--- config.mk ---
export PLATFORM = sky130hd
export DESIGN_NAME = sound_chip_interrupt_controller_top
export DESIGN_NICKNAME = d
export VERILOG_FILES = /design/src/hw/rtl/scic_pkg.sv /design/src/hw/rtl/sound_chip_interrupt_controller_top.sv
export SDC_FILE = /design/constraint.sdc
export NUM_CORES = 1
export LEC_CHECK = 0
export BUFFER_PORTS_ARGS = -buffer_cell sky130_fd_sc_hd__buf_2
export CAP_MARGIN = 5
export CORE_MARGIN = 8
export CORE_UTILIZATION = 45
export DETAILED_ROUTE_END_ITERATION = 10
export PLACE_DENSITY = 0.71
export SYNTH_ARGS = -nofsm -noshare
export SYNTH_HDL_FRONTEND = slang
export SYNTH_SLANG_ARGS = --single-unit
--- constraint.sdc ---
create_clock -name clk -period 3.6 [get_ports clk]
set_input_delay 0.54 -clock clk [delete_from_list [all_inputs] [get_ports clk]]
set_output_delay 0.54 -clock clk [all_outputs]
set_load 0.005 [all_outputs]
--- src/hw/rtl/scic_pkg.sv ---
// Shared constants and types for the sound chip interrupt controller.
// No dependencies; imported by sound_chip_interrupt_controller_top.
`default_nettype none

package scic_pkg;

  localparam int SOURCE_COUNT_DEF    = 11;
  localparam int SAMPLE_DONE_BIT_DEF = 10;

  // Software interrupt bit that a pending-register write may set.
  localparam int SOFT_BIT      = 5;
  // Sources at or above this bit share its level map bit.
  localparam int LEVEL_TOP_BIT = 7;
  localparam int LEVEL_SLOTS   = LEVEL_TOP_BIT + 1;

  localparam int REQ_W   = 4;
  localparam int DATA_W  = 11;
  localparam int LEVEL_W = 3;
  localparam int MAP_W   = LEVEL_SLOTS;
  localparam int CFG_IDX_W = 2;

  localparam int IN_BITS   = REQ_W + DATA_W;
  localparam int IN_TDW    = ((IN_BITS + 7) / 8) * 8;
  localparam int OUT_BITS  = 3 * DATA_W + LEVEL_W + 1;
  localparam int OUT_TDW   = ((OUT_BITS + 7) / 8) * 8;

  typedef enum logic [REQ_W-1:0] {
    REQ_TICK       = 4'd0,
    REQ_ARM_EN_WR  = 4'd1,
    REQ_ARM_PND_WR = 4'd2,
    REQ_ARM_CLR    = 4'd3,
    REQ_MAIN_EN_WR = 4'd4,
    REQ_MAIN_PND_WR = 4'd5,
    REQ_MAIN_CLR   = 4'd6,
    REQ_ARM_RAISE  = 4'd7,
    REQ_MAIN_RAISE = 4'd8
  } req_t;

  typedef enum logic [CFG_IDX_W-1:0] {
    CFG_LEVEL_BIT0 = 2'd0,
    CFG_LEVEL_BIT1 = 2'd1,
    CFG_LEVEL_BIT2 = 2'd2
  } cfg_idx_t;

endpackage

`default_nettype wire

--- src/hw/rtl/sound_chip_interrupt_controller_top.sv ---
// Sound chip interrupt controller: enable/pending registers for the coprocessor
// and main CPU sides, level encoder and stream ports. Depends on scic_pkg.
// One input word in, one result word out; every request produces a result.
`default_nettype none

// Each input word is a request (tick, enable write, pending write, clear or
// raise) applied to one side's registers; the block returns one result word
// per request, showing the state after it. An accepted word is held in the
// input register, then the register update, the lowest-active-bit level
// encoder and the main line are evaluated in one pass into the result
// register. A new word can be taken every cycle while
// results flow; while a result waits on out_tready the input register takes
// one more word, and in_tready then stays low until the result is taken.
// Level map registers are written over the cfg port, which is always ready;
// index 3 is ignored.
module sound_chip_interrupt_controller_top
  import scic_pkg::*;
#(
  parameter int SOURCE_COUNT    = SOURCE_COUNT_DEF,
  parameter int SAMPLE_DONE_BIT = SAMPLE_DONE_BIT_DEF
) (
  input  wire logic                 clk,
  input  wire logic                 rst_n,
  // in_tdata from bit 0: req_type[3:0], write_data[14:4], zero pad.
  input  wire logic [IN_TDW-1:0]    in_tdata,
  input  wire logic                 in_tvalid,
  output logic                      in_tready,
  // out_tdata from bit 0: arm_active_bits[10:0], arm_level[13:11],
  // main_irq[14], arm_pending_bits[25:15], main_pending_bits[36:26], zero pad.
  output logic [OUT_TDW-1:0]        out_tdata,
  output logic                      out_tvalid,
  input  wire logic                 out_tready,
  input  wire logic                 cfg_valid,
  output logic                      cfg_ready,
  input  wire logic [CFG_IDX_W-1:0] cfg_index,
  input  wire logic [MAP_W-1:0]     cfg_data
);

  localparam int SC = SOURCE_COUNT;

  // Input stage.
  logic              s1_valid_r;
  logic [REQ_W-1:0]  s1_req_r;
  logic [DATA_W-1:0] s1_data_r;
  logic              s1_adv;

  // Interrupt state.
  logic [SC-1:0] arm_enable_r, arm_enable_nxt;
  logic [SC-1:0] arm_pending_r, arm_pending_nxt;
  logic [SC-1:0] main_enable_r, main_enable_nxt;
  logic [SC-1:0] main_pending_r, main_pending_nxt;

  logic [MAP_W-1:0] map0_r, map1_r, map2_r;

  // Result stage.
  logic               out_valid_r;
  logic [DATA_W-1:0]  out_active_r;
  logic [LEVEL_W-1:0] out_level_r;
  logic               out_irq_r;
  logic [DATA_W-1:0]  out_arm_pnd_r;
  logic [DATA_W-1:0]  out_main_pnd_r;

  logic [SC-1:0]          data_ext;
  logic [SC-1:0]          active_nxt;
  logic [SC-1:0]          lowest;
  logic [LEVEL_SLOTS-1:0] slot;
  logic [LEVEL_W-1:0]     level_nxt;

  assign s1_adv    = s1_valid_r && (!out_valid_r || out_tready);
  assign in_tready = !s1_valid_r || s1_adv;
  assign cfg_ready = 1'b1;

  always_ff @(posedge clk) begin
    if (!rst_n) begin
      s1_valid_r <= 1'b0;
    end else if (in_tready) begin
      s1_valid_r <= in_tvalid;
    end
  end

  always_ff @(posedge clk) begin
    if (in_tready && in_tvalid) begin
      s1_req_r  <= in_tdata[REQ_W-1:0];
      s1_data_r <= in_tdata[IN_BITS-1:REQ_W];
    end
  end

  always_ff @(posedge clk) begin
    if (!rst_n) begin
      map0_r <= '0;
      map1_r <= '0;
      map2_r <= '0;
    end else if (cfg_valid && cfg_ready) begin
      unique case (cfg_index)
        CFG_LEVEL_BIT0: map0_r <= cfg_data;
        CFG_LEVEL_BIT1: map1_r <= cfg_data;
        CFG_LEVEL_BIT2: map2_r <= cfg_data;
        default: ;
      endcase
    end
  end

  assign data_ext = SC'(s1_data_r);

  always_comb begin
    arm_enable_nxt   = arm_enable_r;
    arm_pending_nxt  = arm_pending_r;
    main_enable_nxt  = main_enable_r;
    main_pending_nxt = main_pending_r;
    unique case (req_t'(s1_req_r))
      REQ_TICK:        arm_pending_nxt[SAMPLE_DONE_BIT] = 1'b1;
      REQ_ARM_EN_WR:   arm_enable_nxt = data_ext;
      REQ_ARM_PND_WR:  if (data_ext[SOFT_BIT]) arm_pending_nxt[SOFT_BIT] = 1'b1;
      REQ_ARM_CLR:     arm_pending_nxt = arm_pending_r & ~data_ext;
      REQ_MAIN_EN_WR:  main_enable_nxt = data_ext;
      REQ_MAIN_PND_WR: if (data_ext[SOFT_BIT]) main_pending_nxt[SOFT_BIT] = 1'b1;
      REQ_MAIN_CLR:    main_pending_nxt = main_pending_r & ~data_ext;
      REQ_ARM_RAISE:   arm_pending_nxt = arm_pending_r | data_ext;
      REQ_MAIN_RAISE:  main_pending_nxt = main_pending_r | data_ext;
      default: ;
    endcase
  end

  // Isolate the lowest active bit, then fold everything at or above the top
  // level slot into that slot before looking up the three map registers.
  assign active_nxt = arm_enable_nxt & arm_pending_nxt;
  assign lowest     = active_nxt & (~active_nxt + SC'(1));
  assign slot       = {|lowest[SC-1:LEVEL_TOP_BIT], lowest[LEVEL_TOP_BIT-1:0]};
  assign level_nxt  = {|(slot & map2_r), |(slot & map1_r), |(slot & map0_r)};

  always_ff @(posedge clk) begin
    if (!rst_n) begin
      arm_enable_r   <= '0;
      arm_pending_r  <= '0;
      main_enable_r  <= '0;
      main_pending_r <= '0;
    end else if (s1_adv) begin
      arm_enable_r   <= arm_enable_nxt;
      arm_pending_r  <= arm_pending_nxt;
      main_enable_r  <= main_enable_nxt;
      main_pending_r <= main_pending_nxt;
    end
  end

  always_ff @(posedge clk) begin
    if (!rst_n) begin
      out_valid_r <= 1'b0;
    end else if (!out_valid_r || out_tready) begin
      out_valid_r <= s1_valid_r;
    end
  end

  always_ff @(posedge clk) begin
    if (s1_adv) begin
      out_active_r   <= DATA_W'(active_nxt);
      out_level_r    <= level_nxt;
      out_irq_r      <= |(main_enable_nxt & main_pending_nxt);
      out_arm_pnd_r  <= DATA_W'(arm_pending_nxt);
      out_main_pnd_r <= DATA_W'(main_pending_nxt);
    end
  end

  assign out_tvalid = out_valid_r;
  assign out_tdata  = OUT_TDW'({out_main_pnd_r, out_arm_pnd_r, out_irq_r,
                                out_level_r, out_active_r});

  // A nonzero level needs at least one active bit.
  a_level_needs_active: assert property (@(posedge clk) disable iff (!rst_n)
    out_valid_r |-> (out_level_r == '0 || out_active_r != '0))
    else $error("nonzero arm level with no active bits");

  // A tick always leaves the sample-done bit pending.
  a_tick_sets_sample: assert property (@(posedge clk) disable iff (!rst_n)
    (s1_adv && s1_req_r == REQ_TICK) |=> arm_pending_r[SAMPLE_DONE_BIT])
    else $error("tick did not set sample-done pending bit");

  // The main line in the result follows the registers it was taken from.
  a_main_irq_match: assert property (@(posedge clk) disable iff (!rst_n)
    s1_adv |=> (out_irq_r == |(main_enable_r & main_pending_r)))
    else $error("main_irq does not match main enable and pending");

  // A stalled input stage must not take a new word.
  a_no_overrun: assert property (@(posedge clk) disable iff (!rst_n)
    (s1_valid_r && !s1_adv) |-> !in_tready)
    else $error("input stage overrun");

endmodule

`default_nettype wire

==> results_dict.tcl, run 1 <==
set metrics [dict create \
    arrival_ps 3230 \
    clkSlewWorstSetupHoldPaths_ps 50 \
    regArea_sq_um 2963 \
    max-clock-path-buffers 2 \
    ctsHoldBuffers 0 \
    antenna_found_initial 0 \
    ir_drop_mv 0.2526 \
    stdcell_count 763 \
    drtAntennaViolNets 0 \
    hold_viol_final 0 \
    core-area_sq_um 12060 \
    hold_slack_ps 307.3 \
    fillerInstances 1041 \
    p_per_area_nw_per_um2 540.0 \
    post_cts_buffers 0 \
    die_area_sq_um 16170 \
    wire_per_inst_um 16.15 \
    cp.required_ps 3750 \
    status "completed" \
    synth_seq_area_share_pct 53.30 \
    cts-root-buf "clkbuf_16" \
    drc_errors 0 \
    cts_sinks 122 \
    synth.distinct_cells 51 \
    grt_pass1_vias 4001 \
    drive_gt1_share_pct 20.84 \
    setup_viol 0 \
    dp.cells 731 \
    ys.flop_type "dfxtp_1" \
    yosys.area.top_type "edfxtp_1" \
    ys_seq_elements 122 \
    fin_skew_ps 5.884 \
    end_kind "flip-flop" \
    multi_input_area_sq_um 2268 \
    fmax_ghz 0.3244 \
    worstSetupStartpointType "flip-flop" \
    avgSynthCellArea_sq_um 10.61 \
    async_flop_share_pct 0 \
    area_growth_pct 18.97 \
    relSlewSlack_pct 27.79 \
    cp_max_fo 18 \
    fin_crit_ps 3083 \
    dpl_cell_area_sq_um 5981 \
    crit_type "flip-flop to flip-flop" \
    dr.pass1.iters 5 \
    die_y_um 127.1 \
    cts_max_level 4 \
    synth_edf_count 52 \
    mostFrequentLayoutCell "dfxtp_1" \
    post-dp-hpwl_um 8374 \
    numCtsBuffers 17 \
    grt_usage_pct 15.78 \
    min_path_type "input pin to flip-flop" \
    initial_core_util_pct 46.09 \
    rsz0062_at_grt "false" \
    nets 613 \
    post_cts_resized 0 \
    syn_inst 524 \
    vias 4021 \
    final_cell_mix "dfxtp_1 (70), buf_2 (68), edfxtp_1 (52)" \
    slew_violations 0 \
    drt_iter0_markers 308 \
    wl_met3_um 814 \
    drt-vias-per-instance 5.270 \
    routed-wl-met2_um 5843 \
    drt-total-wl_um 12330 \
    grt_max_degree 71 \
    gr-total-overflow 0 \
    portBuffers 68 \
    fin_area_sq_um 6614 \
    place_congestion 0.8290 \
    cap_viol_max_count 0 \
    final_core_util_pct 54.83 \
    power.leakage_nw 2.762 \
    cts_tree "yes" \
    synth.top_cell.area_share_pct 28.09 \
    grt_pass1_wl_um 20160 \
    finalCritPeriodShare_pct 85.64 \
    synth-warning-count 0 \
    io_pins 74 \
    setup_tns_ps 0 \
    diodes 0 \
    met1_length_um 5472 \
    mappedNetlistArea_sq_um 5559 \
    ys_top_cells_by_area "edfxtp_1 (28%), dfxtp_1 (25%), mux2i_1 (8.8%), nor2b_1 (3.5%), nand2_1 (3.4%)" \
    die_x_um 127.1 \
    placementRows 40 \
    top_layer_used "met4" \
    worst_pin_slew_ps 1083 \
    clk_latency_ps 410 \
]
==> final cells by class <==
type | count | share of cell area, %
clock buffers | 18 | 6.489
clock inverters | 14 | 3.084
inverters | 31 | 1.759
multi-input cells | 331 | 34.30
flip-flops and latches | 122 | 44.80
well taps | 168 | 3.178
repair buffers | 79 | 6.394
==> worst max-delay path, cell delays in order (launching register included) <==
cell	delay (ps)
edfxtp_1	630
nor4b_4	630
buf_4	330
mux2i_1	100
nor2_1	420
mux2_2	390
a221o_1	310
==> Yosys cell counts, drive strengths merged (5+ instances only) <==
cell type	instances
a21boi	23
a21oi	13
and2	13
buf	17
clkbuf	25
dfxtp	70
edfxtp	52
inv	30
mux2	9
mux2i	49
nand2	51
nand3	25
nand4b	8
nor2	15
nor2b	31
nor3	5
nor3b	5
o211a	8
o21a	10
o21ai	21
o22ai	10
==> stage by stage <==
step / power, mW / setup WS (ps)
after floorplan: 1.703 / 937.2
after global placement: 1.774 / 566.7
after detailed placement: 1.782 / 536.2
after CTS: 3.587 / 526.1
after global routing: 3.679 / 350.2
final: 3.571 / 517.0
==> layer usage <==
layer / GRT usage (%) / vias up
li1: - / 1954
met1: 19.25 / 1931
met2: 25.25 / 118
met3: 4.659 / 18
met4: 7.208 / 0
met5: 0 / -
==> worst paths after layout <==
path / from / end / slack [ps] / cells past startpoint
max: s1_req_r[3] / out_level_r[0] / 520 / 6
min: in_tdata[11] / data_ext[7] / 310 / 1
min reg2reg: main_enable_r[1] / main_enable_r[1] / 460 / 2
max reg2reg: s1_req_r[3] / out_level_r[0] / 520 / 6
==> power by group <==
group / switching [mW] / internal (mW) / total (mW) / leakage (nW)
Clock: 0.599 / 1.22 / 1.82 / 0.301
Combinational: 0.125 / 0.0913 / 0.216 / 1.38
Sequential: 0.0399 / 1.50 / 1.54 / 1.08
==> registers in the layout, summed over array words and instances (netlist names), 3 cells and up <==
register and count:
main_pending_r 11, main_enable_r 11, arm_enable_r 11, out_arm_pnd_r 11, s1_req_r 4, out_level_r 3, map2_r 8, map0_r 8
out_main_pnd_r 11, data_ext 11, arm_pending_r 11, map1_r 8, out_active_r 11
==> logic make-up (layout without fill, tap and decap cells) <==
logic type             Yosys count  in the layout  share of synthesized area [%]
and+or+nand+nor                167            167                          17.17
DFF                            122            122                          53.30
AOI/OAI and AO/OA              102            102                          12.58
buffers and inverters           73            142                          6.032
muxes                           58             58                          10.78
other                            2              4                         0.1351
Power figures use the tool's default switching activity.
==> run 2: changes to the inputs <==
Settings changed: RECOVER_POWER set to 100, SLEW_MARGIN set to 20.
==> results_dict.tcl, run 2 (synthesized netlist as in run 1, its figures left out) <==
set metrics [dict create \
    nets 613 \
    cts-root-buf "clkbuf_16" \
    worst_pin_slew_ps 2598 \
    initial_core_util_pct 46.09 \
    grt_usage_pct 15.78 \
    end_kind "flip-flop" \
    min_path_type "input pin to flip-flop" \
    r2r_slack_ps 520 \
    worstPathCellList "nor4b_4 -> buf_4 -> mux2i_1 -> nor2_1 -> mux2_2 -> a221o_1" \
    antenna_found_initial 0 \
    post-dp-hpwl_um 8374 \
    failed_checks "capacitance limit, slew limit" \
    arrival_ps 3230 \
    fin_crit_ps 3080 \
    finalCritPeriodShare_pct 85.57 \
    final_cell_mix "dfxtp_1 (70), edfxtp_1 (52), nand2_1 (51)" \
    hold_depth 1 \
    clkSlewWorstSetupHoldPaths_ps 50 \
    cpPeakStageDelay_ps 630 \
    fillerInstances 1044 \
    critical_path.slowest_cell "edfxtp_1" \
    cts_max_level 4 \
    core-area_sq_um 12060 \
    fin_skew_ps 8.178 \
    setup_ws_ps 519.7 \
    post_cts_resized 0 \
    wire_per_inst_um 16.20 \
    max-clock-path-buffers 2 \
    ir_drop_mv 0.2517 \
    die_area_sq_um 16170 \
    vias 4032 \
    io_pins 74 \
    crit_family "simple AND/OR/NAND/NOR gates" \
    worstReg2RegEnd "out_level_r[0]" \
    worstSetupStartpointType "flip-flop" \
    drc_errors 0 \
    portBuffers 68 \
    cap_viol_max_count 1 \
    area_growth_pct 17.65 \
    drtAntennaViolNets 0 \
    cts_sinks 122 \
    grt_pass1_vias 4001 \
    crit_type "flip-flop to flip-flop" \
    min_from "in_tdata[4]" \
    diodes 0 \
    drt_iter0_markers 370 \
    setup_viol 0 \
    ff2ff_path_depth 6 \
    hold_viol_final 0 \
    clk_latency_ps 410 \
    drive_gt1_share_pct 14.12 \
    dr.pass1.iters 4 \
    power.leakage_nw 2.628 \
    cts_tree "yes" \
    cp.required_ps 3750 \
    gr-total-overflow 0 \
    place_congestion 0.8290 \
    numCtsBuffers 17 \
    die_x_um 127.1 \
    slew_violations 71 \
    mostFrequentLayoutCell "dfxtp_1" \
    placementRows 40 \
    die_y_um 127.1 \
    r2r-start "s1_req_r[3]" \
    min_to "data_ext[0]" \
    relSlewSlack_pct -73.19 \
    fmax_ghz 0.3246 \
    rsz0062_at_grt "false" \
    timing.critical_path.buf_inv 1 \
    drt-total-wl_um 12360 \
    status "finished, violations left" \
    cp_max_fo 18 \
    multi_input_area_sq_um 2245 \
    ctsHoldBuffers 0 \
    regArea_sq_um 2963 \
    place_ws_ps 536.2 \
    post_cts_buffers 0 \
    drt-vias-per-instance 5.284 \
    grt_max_degree 71 \
    p_per_area_nw_per_um2 544.8 \
    grt_pass1_wl_um 20160 \
    setup_tns_ps 0 \
]
[run 2: changes by cell type in the layout (fill, tap and decap cells not counted), sizes merged]
| cell | previous run | this run |
|---|---|---|
| buf | 79 | 44 |
| clkbuf | 18 | 53 |
[run 2: cell type report]
type                            count  share of cell area [%]
Timing Repair Buffer               79                   5.701
Tap cell                          168                   3.214
Clock buffer                       18                   6.562
Multi-Input combinational cell    331                   34.32
Clock inverter                     14                   3.118
Inverter                           31                   1.779
Sequential cell                   122                   45.30
[run 2: worst max-delay path by stage]
stage / from / to / slack (ps) / depth (start not counted)
after floorplan: out_tready / out_active_r[0] / 940 / 5
after detailed placement: s1_req_r[3] / out_level_r[0] / 540 / 6
after global routing: s1_req_r[3] / out_level_r[2] / 340 / 6
final: s1_req_r[3] / out_level_r[0] / 520 / 6
after CTS: s1_req_r[3] / out_level_r[0] / 530 / 6
after global placement: s1_req_r[3] / out_level_r[1] / 570 / 6
[run 2: metal layers]
metal,track usage (%),share of wire [%],routed length [um]
met3,4.659,7.3,899
met5,0,0,0
met4,7.208,1.6,194
met1,19.25,44,5461
met2,25.25,47,5802
[run 2: power breakdown]
group          total, mW  internal [mW]  switching (mW)
sequential          1.54           1.50          0.0399
clock               1.81           1.22           0.596
combinational      0.210         0.0859           0.124
[run 2: worst reg2reg max path: stages, from the launching register on]
cell,delay [ps]
edfxtp_1,630
nor4b_4,620
buf_4,330
mux2i_1,110
nor2_1,420
mux2_2,390
a221o_1,310
[run 2: per-stage QoR]
step | area [sq um] | hold slack [ps] | std cells | total power [mW] | utilization [%]
2_1_floorplan | 5567 | 432.6 | 526 | 1.703 | -
3_3_place_gp | 5981 | 439.4 | 731 | 1.774 | 49.59
3_5_place_dp | 5981 | 452.8 | 731 | 1.782 | 49.59
4_1_cts | 6614 | 292.1 | 763 | 3.587 | 54.83
5_1_grt | 6540 | 291.3 | 763 | 3.673 | 54.22
6_report | 6540 | 307.3 | 763 | 3.563 | 54.22
==> run 3: changes to the inputs <==
Settings changed: BUFFER_PORTS_ARGS -buffer_cell sky130_fd_sc_hd__buf_2 to -buffer_cell sky130_fd_sc_hd__buf_4, GPL_TIMING_DRIVEN set to 0.
==> results_dict.tcl, run 3 (synthesized netlist as in run 1, its figures left out) <==
set metrics [dict create \
    clkSlewWorstSetupHoldPaths_ps 60 \
    grt_pass1_vias 4136 \
    portBuffers 67 \
    cts-root-buf "clkbuf_16" \
    dr.pass1.iters 4 \
    grt_usage_pct 16.82 \
    cap_viol_max_count 0 \
    worstSetupStartpointType "flip-flop" \
    io_pins 74 \
    cpPeakStageDelay_ps 550 \
    dpl_cell_area_sq_um 6309 \
    critical_path.slowest_cell "edfxtp_1" \
    fin_area_sq_um 6845 \
    cts_tree "yes" \
    nets 644 \
    worst_pin_slew_ps 1339 \
    worstPathCellList "clkbuf_1 -> or3b_1 -> nor2_2 -> clkbuf_1 -> mux2i_1 -> o22ai_1 -> nor4_1 -> nand2_1" \
    fin_crit_ps 3045 \
    timing.critical_path.buf_inv 2 \
    core-area_sq_um 12060 \
    grt_max_degree 28 \
    cp_max_fo 10 \
    ir_drop_mv 0.2155 \
    die_x_um 127.1 \
    setup_viol 0 \
    ctsHoldBuffers 0 \
    arrival_ps 3190 \
    place_congestion 0.8734 \
    dp.cells 762 \
    antenna_found_initial 0 \
    fmax_ghz 0.3284 \
    cp.required_ps 3750 \
    stdcell_count 794 \
    drt-vias-per-instance 5.281 \
    diodes 0 \
    drt-total-wl_um 13370 \
    wire_per_inst_um 16.84 \
    cts_max_level 4 \
    end_kind "flip-flop" \
    slew_violations 0 \
    relSlewSlack_pct 10.74 \
    p_per_area_nw_per_um2 502.9 \
    power.leakage_nw 2.782 \
    vias 4193 \
    grt_pass1_wl_um 21360 \
    fin_skew_ps 7.414 \
    max-clock-path-buffers 2 \
    crit_type "flip-flop to flip-flop" \
    numCtsBuffers 17 \
    area_growth_pct 23.14 \
    post-dp-hpwl_um 9523 \
    drtAntennaViolNets 0 \
    clk_latency_ps 420 \
    post_cts_buffers 0 \
    mostFrequentLayoutCell "dfxtp_1" \
    cp_common_cell "clkbuf_1" \
    status "completed" \
    drc_errors 0 \
    min_path_type "input pin to flip-flop" \
    setup_tns_ps 0 \
    drt_iter0_markers 318 \
    hold_viol_final 0 \
    post_cts_resized 0 \
    final_cell_mix "dfxtp_1 (70), edfxtp_1 (52), nand2_1 (51)" \
    gr-total-overflow 0 \
    rsz0062_at_grt "false" \
    initial_core_util_pct 46.09 \
    die_area_sq_um 16170 \
    cts_sinks 122 \
    drive_gt1_share_pct 17.89 \
    placementRows 40 \
    die_y_um 127.1 \
    finalCritPeriodShare_pct 84.58 \
    crit_family "simple AND/OR/NAND/NOR gates" \
]
[run 3: cell types whose count changed in the layout (fill, tap and decap cells not counted), moves of 3 or more]
cell,before,now
and2_1,5,0
clkbuf_8,0,3
clkbuf_4,0,50
buf_4,8,17
and2_0,8,13
clkbuf_1,35,40
clkinvlp_4,3,0
buf_2,36,2
buf_6,0,4
bufinv_16,5,1
[run 3: path summary, 6_finish.rpt]
path	depth (start not counted)	slack, ps	end	startpoint
max	8	560	out_irq_r	s1_req_r[3]
min	1	320	data_ext[0]	in_tdata[4]
max reg2reg	8	560	out_irq_r	s1_req_r[3]
min reg2reg	2	460	arm_enable_r[5]	arm_enable_r[5]
[run 3: per-stage QoR]
| step | setup slack, ps | hold slack [ps] | power (mW) | utilization [%] |
|---|---|---|---|---|
| 4_1_cts | 817.5 | 284.3 | 3.468 | 57.18 |
| 5_1_grt | 461.5 | 308.5 | 3.547 | 56.75 |
| 6_report | 555.0 | 318.7 | 3.443 | 56.75 |
| 3_3_place_gp | 124.7 | 443.0 | 1.807 | 52.06 |
| 3_5_place_dp | 737.7 | 450.2 | 1.819 | 52.30 |
| 2_1_floorplan | 937.2 | 432.6 | 1.703 | - |
[run 3: area by class of cell]
cell class	instances	area [sq um]
Buffer	42	212.7
Clock buffer	27	535.5
Clock inverter	5	52.55
Fill cell	1036	5216
Inverter	31	116.4
Multi-Input combinational cell	331	2247
Sequential cell	122	2963
Tap cell	168	210.2
Timing Repair Buffer	68	508.0
[run 3: report_power, final]
group	internal [mW]	switching [mW]	leakage (nW)
logic	0.110	0.140	1.41
clock network	1.09	0.573	0.292
registers	1.50	0.0361	1.08
total	2.69	0.748	2.78
[run 3: routing by layer]
metal / track usage [%] / vias to the layer above / share of wire (%)
li1: - / 2022 / -
met1: 20.79 / 2015 / 44
met2: 27.25 / 142 / 48
met3: 4.617 / 14 / 7.1
met4: 6.718 / 0 / 1.2
met5: 0 / - / 0
